==> config.mk <==
export PLATFORM = sky130hd
export DESIGN_NAME = two_class_fifo_oldest_first
export DESIGN_NICKNAME = d
export VERILOG_FILES = /design/src/sv/tcf_pkg.sv /design/src/sv/tcf_ram.sv /design/src/sv/tcf_ctrl.sv /design/src/sv/tcf_datapath.sv /design/src/sv/two_class_fifo_oldest_first.sv
export SDC_FILE = /design/constraint.sdc
export NUM_CORES = 2
export LEC_CHECK = 0
export ABC_AREA = 0
export BUFFER_PORTS_ARGS = -buffer_cell sky130_fd_sc_hd__buf_2
export CELL_PAD_IN_SITES_DETAIL_PLACEMENT = 1
export CELL_PAD_IN_SITES_GLOBAL_PLACEMENT = 1
export CORE_MARGIN = 10
export CORE_UTILIZATION = 25
export DETAILED_ROUTE_END_ITERATION = 10
export PLACE_DENSITY_LB_ADDON = 0.1
export SYNTH_ARGS = -nofsm -noshare
export SYNTH_HDL_FRONTEND = slang
export SYNTH_SLANG_ARGS = --single-unit
==> constraint.sdc <==
create_clock -name clk -period 9.18 [get_ports clk]
set_clock_uncertainty 0.05 [all_clocks]
set_input_delay 0.459 -clock clk [delete_from_list [all_inputs] [get_ports clk]]
set_output_delay 0.459 -clock clk [all_outputs]
set_load 0.02 [all_outputs]
==> src/sv/tcf_pkg.sv <==
// ----------------------------------------------------------------------------
// tcf_pkg
// Shared types and codes for the two-class oldest-first FIFO: request and
// status codes, controller states and the controller/datapath interface.
// ----------------------------------------------------------------------------
package tcf_pkg;

	// request codes
	typedef enum logic [1:0] {
		REQ_ENQ     = 2'd0,
		REQ_DEQ_ANY = 2'd1,
		REQ_DEQ_C0  = 2'd2,
		REQ_DEQ_C1  = 2'd3
	} req_t;

	// result status codes
	typedef enum logic [1:0] {
		STAT_OK    = 2'd0,
		STAT_EMPTY = 2'd1,
		STAT_FULL  = 2'd2
	} status_t;

	// controller states
	typedef enum logic {
		ST_IDLE,
		ST_EXEC
	} state_t;

	// controller to datapath
	typedef struct packed {
		logic take;  // capture the request on this edge
		logic exec;  // execute the held request and load the result
	} ctrl_cmd_t;

	// datapath to controller
	typedef struct packed {
		logic out_busy;  // result register full and not taken this cycle
	} dp_stat_t;

endpackage

==> src/sv/tcf_ram.sv <==
// ----------------------------------------------------------------------------
// tcf_ram
// Generic simple dual-port RAM: one write port, one read port, registered
// read data (read-before-write on an address clash).
// ----------------------------------------------------------------------------
module tcf_ram #(
	parameter int WIDTH = 48,
	parameter int DEPTH = 16
) (
	input  logic                     clk,
	input  logic                     wr_en,
	input  logic [$clog2(DEPTH)-1:0] wr_addr,
	input  logic [WIDTH-1:0]         wr_data,
	input  logic [$clog2(DEPTH)-1:0] rd_addr,
	output logic [WIDTH-1:0]         rd_data
);

	logic [WIDTH-1:0] mem_q [DEPTH];
	logic [WIDTH-1:0] rd_data_q;

	// storage write
	always_ff @(posedge clk) begin
		if (wr_en) begin
			mem_q[wr_addr] <= wr_data;
		end
	end

	// registered read
	always_ff @(posedge clk) begin
		rd_data_q <= mem_q[rd_addr];
	end

	assign rd_data = rd_data_q;

endmodule

==> src/sv/tcf_ctrl.sv <==
// ----------------------------------------------------------------------------
// tcf_ctrl
// Request sequencer: takes one request, lets the datapath execute it once
// the head entries have been read and the result register is free.
// ----------------------------------------------------------------------------
module tcf_ctrl
	import tcf_pkg::*;
(
	input  logic      clk,
	input  logic      arst_n,
	input  logic      in_valid,
	output logic      in_stall,
	input  dp_stat_t  dp_stat,
	output ctrl_cmd_t cmd
);

	state_t state_q;
	state_t state_nxt;

	// state register
	always_ff @(posedge clk or negedge arst_n) begin
		if (!arst_n) begin
			state_q <= ST_IDLE;
		end else begin
			state_q <= state_nxt;
		end
	end

	// next state
	always_comb begin
		state_nxt = state_q;
		unique case (state_q)
			ST_IDLE: begin
				if (in_valid) begin
					state_nxt = ST_EXEC;
				end
			end
			ST_EXEC: begin
				if (!dp_stat.out_busy) begin
					state_nxt = ST_IDLE;
				end
			end
			default: state_nxt = ST_IDLE;
		endcase
	end

	// outputs
	always_comb begin
		in_stall = 1'b1;
		cmd      = '0;
		unique case (state_q)
			ST_IDLE: begin
				in_stall = 1'b0;
				cmd.take = in_valid;
			end
			ST_EXEC: begin
				cmd.exec = !dp_stat.out_busy;
			end
			default: begin
				in_stall = 1'b1;
			end
		endcase
	end

endmodule

==> src/sv/tcf_datapath.sv <==
// ----------------------------------------------------------------------------
// tcf_datapath
// Queue pointers, occupancy counts, arrival sequence counter, the two class
// stores and the result register. Picks the older head by the sign of the
// modular stamp difference.
// ----------------------------------------------------------------------------
module tcf_datapath
	import tcf_pkg::*;
#(
	parameter int QUEUE_DEPTH = 16,
	parameter int TAG_WIDTH   = 16,
	parameter int SEQ_WIDTH   = 32
) (
	input  logic                 clk,
	input  logic                 arst_n,
	input  ctrl_cmd_t            cmd,
	output dp_stat_t             dp_stat,
	input  logic [1:0]           req_type,
	input  logic                 item_class,
	input  logic [TAG_WIDTH-1:0] item_tag,
	output logic                 out_valid,
	input  logic                 out_stall,
	output logic [1:0]           status,
	output logic [TAG_WIDTH-1:0] out_tag,
	output logic                 out_class,
	output logic                 all_empty
);

	localparam int PW = $clog2(QUEUE_DEPTH);
	localparam int CW = $clog2(QUEUE_DEPTH + 1);
	localparam int DW = TAG_WIDTH + SEQ_WIDTH;
	localparam logic [CW-1:0] CNT_FULL = CW'(QUEUE_DEPTH);
	localparam logic [PW-1:0] PTR_LAST = PW'(QUEUE_DEPTH - 1);

	// held request
	req_t                 req_q;
	logic                 cls_q;
	logic [TAG_WIDTH-1:0] tag_q;

	// queue state
	logic [PW-1:0]        head0_q, head1_q, tail0_q, tail1_q;
	logic [CW-1:0]        cnt0_q, cnt1_q;
	logic [SEQ_WIDTH-1:0] seq_q;

	// result register
	logic                 out_valid_q;
	status_t              status_q;
	logic [TAG_WIDTH-1:0] out_tag_q;
	logic                 out_class_q;
	logic                 all_empty_q;

	// store ports
	logic [DW-1:0]        rd0, rd1, wr_data;
	logic                 push0, push1, pop0, pop1;
	status_t              st_nxt;
	logic [SEQ_WIDTH-1:0] stamp_diff;
	logic                 empty0, empty1;
	logic [CW-1:0]        cnt0_nxt, cnt1_nxt;
	logic [PW-1:0]        head0_inc, head1_inc, tail0_inc, tail1_inc;
	logic [TAG_WIDTH-1:0] tag_nxt;

	// request capture
	always_ff @(posedge clk) begin
		if (cmd.take) begin
			req_q <= req_t'(req_type);
			cls_q <= item_class;
			tag_q <= item_tag;
		end
	end

	// class stores, read address follows the head pointer
	assign wr_data = {tag_q, seq_q};

	tcf_ram #(.WIDTH(DW), .DEPTH(QUEUE_DEPTH)) u_store0 (
		.clk     (clk),
		.wr_en   (cmd.exec && push0),
		.wr_addr (tail0_q),
		.wr_data (wr_data),
		.rd_addr (head0_q),
		.rd_data (rd0)
	);

	tcf_ram #(.WIDTH(DW), .DEPTH(QUEUE_DEPTH)) u_store1 (
		.clk     (clk),
		.wr_en   (cmd.exec && push1),
		.wr_addr (tail1_q),
		.wr_data (wr_data),
		.rd_addr (head1_q),
		.rd_data (rd1)
	);

	// request decode and head selection
	assign empty0     = (cnt0_q == '0);
	assign empty1     = (cnt1_q == '0);
	assign stamp_diff = rd0[SEQ_WIDTH-1:0] - rd1[SEQ_WIDTH-1:0];

	always_comb begin
		push0  = 1'b0;
		push1  = 1'b0;
		pop0   = 1'b0;
		pop1   = 1'b0;
		st_nxt = STAT_OK;
		unique case (req_q)
			REQ_ENQ: begin
				if (!cls_q) begin
					if (cnt0_q == CNT_FULL) st_nxt = STAT_FULL;
					else push0 = 1'b1;
				end else begin
					if (cnt1_q == CNT_FULL) st_nxt = STAT_FULL;
					else push1 = 1'b1;
				end
			end
			REQ_DEQ_ANY: begin
				if (!empty0 && !empty1) begin
					// equal stamps go to class 1
					if (stamp_diff[SEQ_WIDTH-1]) pop0 = 1'b1;
					else pop1 = 1'b1;
				end else if (!empty0) begin
					pop0 = 1'b1;
				end else if (!empty1) begin
					pop1 = 1'b1;
				end else begin
					st_nxt = STAT_EMPTY;
				end
			end
			REQ_DEQ_C0: begin
				if (!empty0) pop0 = 1'b1;
				else st_nxt = STAT_EMPTY;
			end
			REQ_DEQ_C1: begin
				if (!empty1) pop1 = 1'b1;
				else st_nxt = STAT_EMPTY;
			end
			default: st_nxt = STAT_EMPTY;
		endcase
	end

	// pointer and count updates
	assign head0_inc = (head0_q == PTR_LAST) ? '0 : head0_q + 1'b1;
	assign head1_inc = (head1_q == PTR_LAST) ? '0 : head1_q + 1'b1;
	assign tail0_inc = (tail0_q == PTR_LAST) ? '0 : tail0_q + 1'b1;
	assign tail1_inc = (tail1_q == PTR_LAST) ? '0 : tail1_q + 1'b1;
	assign cnt0_nxt  = cnt0_q + CW'(push0) - CW'(pop0);
	assign cnt1_nxt  = cnt1_q + CW'(push1) - CW'(pop1);
	assign tag_nxt   = pop0 ? rd0[DW-1:SEQ_WIDTH] :
	                   pop1 ? rd1[DW-1:SEQ_WIDTH] : '0;

	always_ff @(posedge clk or negedge arst_n) begin
		if (!arst_n) begin
			head0_q <= '0;
			head1_q <= '0;
			tail0_q <= '0;
			tail1_q <= '0;
			cnt0_q  <= '0;
			cnt1_q  <= '0;
			seq_q   <= '0;
		end else if (cmd.exec) begin
			cnt0_q <= cnt0_nxt;
			cnt1_q <= cnt1_nxt;
			if (pop0)  head0_q <= head0_inc;
			if (pop1)  head1_q <= head1_inc;
			if (push0) tail0_q <= tail0_inc;
			if (push1) tail1_q <= tail1_inc;
			if (push0 || push1) seq_q <= seq_q + 1'b1;
		end
	end

	// result valid, cleared once the transfer completes
	always_ff @(posedge clk or negedge arst_n) begin
		if (!arst_n) begin
			out_valid_q <= 1'b0;
		end else if (cmd.exec) begin
			out_valid_q <= 1'b1;
		end else if (out_valid_q && !out_stall) begin
			out_valid_q <= 1'b0;
		end
	end

	// result payload
	always_ff @(posedge clk) begin
		if (cmd.exec) begin
			status_q    <= st_nxt;
			out_tag_q   <= tag_nxt;
			out_class_q <= pop1;
			all_empty_q <= (cnt0_nxt == '0) && (cnt1_nxt == '0);
		end
	end

	assign dp_stat.out_busy = out_valid_q && out_stall;
	assign out_valid        = out_valid_q;
	assign status           = status_q;
	assign out_tag          = out_tag_q;
	assign out_class        = out_class_q;
	assign all_empty        = all_empty_q;

endmodule

==> src/sv/two_class_fifo_oldest_first.sv <==
// ----------------------------------------------------------------------------
// two_class_fifo_oldest_first
// Two class queues sharing one arrival counter; dequeue-any returns the
// older head by wrap-aware stamp comparison. One result per request.
//
//   channel  direction  handshake             payload
//   in       sink       in_valid / in_stall   req_type, item_class, item_tag
//   out      source     out_valid / out_stall status, out_tag, out_class,
//                                             all_empty
//
// Each request is handled in two steps: a capture step while the head entries
// are read from the class RAMs, and an execute step loading the result register.
// The registered RAM read of the heads is why the two steps are separate.
// A new request is taken while the previous result still waits; execution
// holds while the result register is full and stalled.
// Reset clears pointers, counts and the sequence counter; no clearing pass.
// ----------------------------------------------------------------------------
module two_class_fifo_oldest_first
	import tcf_pkg::*;
#(
	parameter int QUEUE_DEPTH = 16,
	parameter int TAG_WIDTH   = 16,
	parameter int SEQ_WIDTH   = 32
) (
	input  logic                 clk,
	input  logic                 arst_n,
	input  logic                 in_valid,
	output logic                 in_stall,
	input  logic [1:0]           req_type,
	input  logic                 item_class,
	input  logic [TAG_WIDTH-1:0] item_tag,
	output logic                 out_valid,
	input  logic                 out_stall,
	output logic [1:0]           status,
	output logic [TAG_WIDTH-1:0] out_tag,
	output logic                 out_class,
	output logic                 all_empty
);

	ctrl_cmd_t cmd;
	dp_stat_t  dp_stat;

	// sequencer
	tcf_ctrl u_ctrl (
		.clk      (clk),
		.arst_n   (arst_n),
		.in_valid (in_valid),
		.in_stall (in_stall),
		.dp_stat  (dp_stat),
		.cmd      (cmd)
	);

	// queues and result register
	tcf_datapath #(
		.QUEUE_DEPTH (QUEUE_DEPTH),
		.TAG_WIDTH   (TAG_WIDTH),
		.SEQ_WIDTH   (SEQ_WIDTH)
	) u_datapath (
		.clk        (clk),
		.arst_n     (arst_n),
		.cmd        (cmd),
		.dp_stat    (dp_stat),
		.req_type   (req_type),
		.item_class (item_class),
		.item_tag   (item_tag),
		.out_valid  (out_valid),
		.out_stall  (out_stall),
		.status     (status),
		.out_tag    (out_tag),
		.out_class  (out_class),
		.all_empty  (all_empty)
	);

	// an execute always leaves a result waiting
	a_exec_gives_result: assert property (@(posedge clk) disable iff (!arst_n)
		cmd.exec |=> out_valid)
		else $error("execute without a result");

	// one request at a time: after a transfer in, the input stalls
	a_accept_then_stall: assert property (@(posedge clk) disable iff (!arst_n)
		(in_valid && !in_stall) |=> in_stall)
		else $error("second request taken before execution");

	// execution never overwrites a stalled result
	a_no_overwrite: assert property (@(posedge clk) disable iff (!arst_n)
		cmd.exec |-> !(out_valid && out_stall))
		else $error("result overwritten while stalled");

	// empty and full results carry no item
	a_no_item_on_fail: assert property (@(posedge clk) disable iff (!arst_n)
		(out_valid && (status == STAT_EMPTY || status == STAT_FULL))
			|-> (out_tag == '0 && out_class == 1'b0))
		else $error("item returned with a failing status");

endmodule

==> metrics.md <==
| Metric | Value |
|---|---|
| Status | finished, final reports clean |
| Via Count | 33910 |
| Top Usage Layer GRT | met2 |
| Routing usage on met3 | 0.01994 |
| Row count | 188 |
| Netlist cell types | 58 |
| Initial antenna violation count | 12 |
| CTS buffer count | 203 |
| #FFs+latches synth | 1731 |
| Longest Clk Path Bufs | 3 |
| R2r startpoint | u_datapath.u_store1.rd_data[6] |
| Initial Util | 0.2517 |
| Combinational power share | 0.235 |
| Cell Pwr Density | 295.0 mW/mm2 |
| Final hold viol count | 0 |
| Clock power share | 0.342 |
| Pin count of the biggest net entering global routing | 97 |
| Vias per Instance | 4.599 |
| Overall routing resource usage | 0.1456 |
| Post-route minimum period | 5.682 ns |
| Top cells by area, synth | edfxtp_1 (72%), mux4_2 (6.5%), mux2i_1 (5.1%) |
| Maximum fanout along the worst path | 20 |
| Die Wd | 534.3 um |
| Critical path startpoint | u_datapath.u_store1.rd_data[6] |
| Switching portion of total power | 0.3154 |
| Setup TNS | 0 ns |
| Met2 Resource Use GR | 0.2386 |
| Max_slew headroom | 0.1362 |
| Async SR Flop Fraction | 0.03466 |
| # Post-CTS Setup Buffers | 0 |
| Peak supply drop | 0.0002114 V |
| Crit-path slowest cell | xnor2_2 |
| Iter 0 DRT Violations | 2508 |
| Top-Level Pins | 45 |
| Max incr delay on CP | 1.04 ns |
| Die Ht | 534.3 um |
| Yosys warnings | 0 |
| Number of global-route vias before repair | 35620 |
| Switch Pwr | 7.227 mW |
| Area leader, netlist | edfxtp_1 |
| Crit path cell chain | inv_1 > ha_1 > nand2_1 > o21ai_0 > a21oi_1 > o31ai_1 > a31oi_2 > xnor2_2 > o21a_4 > ha_1 > inv_1 > ha_1 > fa_1 > a21oi_1 > nor2_1 > nor2_1 > xnor2_1 > xor2_1 > nand3_1 > nor3_1 |
| Post-synthesis sequential area ratio | 0.7670 |
| Critical Path End Type | flip-flop |
| Worst Tran Pin Value | 1.296 ns |
| WS Path Type | reg -> reg |
| Most frequent CP cell | ha_1 |
| Post-Synthesis Cell Area | 0.06612 mm2 |
| CP Data Required Time | 9.83 ns |
| Leak | 24.79 nW |
| Cell count along the critical path | 20 |
| Reg-to-reg endpoint | u_datapath.all_empty |
| Max_cap viols | 0 |
| Cells after synthesis | 3486 |
| Post-synth EDFFs | 1575 |
| Synth top area share | 0.7153 |
| WL/cell | 29.02 um |
| Tot Pwr | 22.91 mW |
| Routed wire length | 214000 um |
| R2R depth | 20 |
| Latest clock arrival within the worst-skew pair | 0.85 ns |
| Clock H-tree levels | 4 |
| First-pass GRT wire length | 296900 um |
| Hold_buf cts | 22 |
| Nets@finish | 3762 |
| CTS sink cnt | 1731 |
| Die area | 0.2855 mm2 |
| DRC | 0 |
| Critical path launch point type | flip-flop |
| Crit path DAT | 6.33 ns |
| Post-CTS Resized | 0 |
| Final HPWL DP | 115400 um |
| Worst Path Buf+Inv | 2 |
| Global route overflow | 0 |
| RSZ-0062 raised after global routing | no |
| Fin crit share | 0.6189 |
| Final setup viols | 0 |
| Top_reg_cell synth | edfxtp_1 |
| Max-slew violation count | 0 |
| Syn_area_per_cell | 18.97 um2 |
| First-pass detailed-route iteration total | 5 |
| Hold WC Path Type | in -> async |
| Antenna Nets Post-Route | 0 |
| Met1 usage | 0.2050 |
| Post-Syn Nets | 3568 |
| Crit path capture | u_datapath.all_empty |
| Flop2flop setup slack | 3.50 ns |
| Syn-to-layout area delta | 17.48% |
| Fmax | 0.1760 GHz |
| Gpl congestion | 0.6830 |
| Finished Core Util | 0.2957 |
| CTS Root Cell | clkbuf_16 |
| Int Power | 15.69 mW |
| Register share of total power | 0.423 |
| CP delay by family, top | compound AO/OA/AOI/OAI gates |
| Clock transition at path regs | 0.06 ns |
| CORE AREA | 0.2627 mm2 |
| Layout cell share with drive strength beyond 1 | 0.1896 |
| CTS tree | built |
| Port Buffer Count | 44 |
how the worst min path moves through the flow:
stage                          from                   end  slack [ns]  cells past startpoint
2_1_floorplan                arst_n        u_ctrl.state_q        0.11                      0
3_5_place_dp   u_datapath.out_valid  u_datapath.out_valid        0.44                      2
4_1_cts                      arst_n  u_datapath.out_valid        0.07                      2
5_1_grt                      arst_n        u_ctrl.state_q        0.12                      2
3_3_place_gp   u_datapath.out_valid  u_datapath.out_valid        0.43                      2
6_report                     arst_n        u_ctrl.state_q        0.12                      2
per-layer routing:
metal  wire (um)  up-vias
met5           0        -
met4        4148        0
met3        7065      255
met2      101400      633
met1      101300    18440
li1            -    14580
power by group through the flow:
| stage | registers [mW] | logic (mW) | clock network (mW) |
|---|---|---|---|
| final | 9.68 | 5.39 | 7.84 |
| after floorplan | 9.55 | 3.61 | 0 |
| after detailed placement | 9.86 | 5.52 | 0 |
| after CTS | 9.70 | 5.55 | 8.09 |
| after global routing | 9.74 | 5.88 | 8.40 |
| after global placement | 9.86 | 5.55 | 0 |
kinds of logic after synthesis:
logic type,synth area share
AOI/OAI and AO/OA,0.05419
xor gates and xnor gates,0.006226
adders and majority gates,0.01139
buffers and inverters,0.01434
DFF,0.7670
muxes,0.1256
and+or+nand+nor,0.02125
state kept, by name, summed over array words and instances, names as in the netlist, 5 cells and up:
signal                       cells
u_datapath.tag_q                16
u_datapath.cnt0_q                5
u_datapath.cnt1_q                5
u_datapath.u_store0.rd_data     48
u_datapath.seq_q                32
u_datapath.u_store1.rd_data     48
u_datapath.out_tag              16
u_datapath.u_store1.mem_q      768
u_datapath.u_store0.mem_q      768
synthesized netlist by cell type (2+ instances only):
cell type	instances
edfxtp_1	1575
mux2i_1	337
mux4_2	192
o21ai_0	168
a221oi_1	144
nand2_1	140
clkbuf_1	120
dfxtp_1	96
a22oi_1	94
a21oi_1	73
dfrtp_1	60
inv_1	58
ha_1	57
mux2_2	51
nor2_1	41
nand3_1	35
buf_1	32
xnor2_1	28
buf_2	23
and2_1	20
xor2_1	19
and3_1	17
nor3_1	17
o211ai_1	16
o21ai_1	10
nand4_1	9
nor3b_1	5
a21o_1	3
a221o_1	3
a31oi_1	3
buf_6	3
nor2b_1	3
a22o_1	2
fa_1	2
mux2_4	2
nand2b_1	2
nand4_4	2
nor4_1	2
o21a_1	2
o21a_4	2
placed cells by master (no fill, tap or decap), drive strengths merged, types with 21 or more instances in the layout:
cell type | Yosys | final
dfxtp | 96 | 96
inv | 59 | 68
nand2 | 140 | 140
nor2 | 42 | 42
ha | 57 | 57
mux4 | 192 | 192
dlygate4sd3 | 0 | 22
nand3 | 35 | 35
buf | 59 | 146
a221oi | 144 | 144
xnor2 | 28 | 28
dfrtp | 60 | 60
edfxtp | 1575 | 1575
clkinv | 0 | 77
and2 | 21 | 21
o21ai | 179 | 179
mux2 | 53 | 53
a21oi | 74 | 74
a22oi | 94 | 94
mux2i | 337 | 337
clkbuf | 120 | 281
worst reg2reg max path, stage by stage (launching register included):
cell and delay, ns:
dfxtp_1 0.32, inv_1 0.04, ha_1 0.29, nand2_1 0.08, o21ai_0 0.23, a21oi_1 0.17
o31ai_1 0.75, a31oi_2 0.48, xnor2_2 1.05, o21a_4 0.36, ha_1 0.16, inv_1 0.04
ha_1 0.20, fa_1 0.44, a21oi_1 0.18, nor2_1 0.05, nor2_1 0.12, xnor2_1 0.17
xor2_1 0.16, nand3_1 0.09, nor3_1 0.12
final cells by class:
cell class,instances,area [um2]
fill,26660,185100
sequential,1731,50750
multi-input combinational,1517,14630
clock buffer,281,5538
tap,3515,4398
timing repair buffer,168,1271
clock inverter,99,864.6
inverter,59,224.0
antenna,2,5.005
through the flow:
stage | cell area (um2) | worst slack, ns | hold WS (ns) | instances
finish | 77680 | 3.498 | 0.1240 | 7372
global route | 77680 | 3.065 | 0.1171 | 7371
CTS | 77680 | 3.276 | 0.07008 | 7370
detailed placement | 71050 | 3.298 | 0.4376 | 6968
global placement | 71050 | 3.276 | 0.4312 | 6968
floorplan | 66120 | 3.644 | 0.1134 | 3486
(Power assumes the default switching activity.)
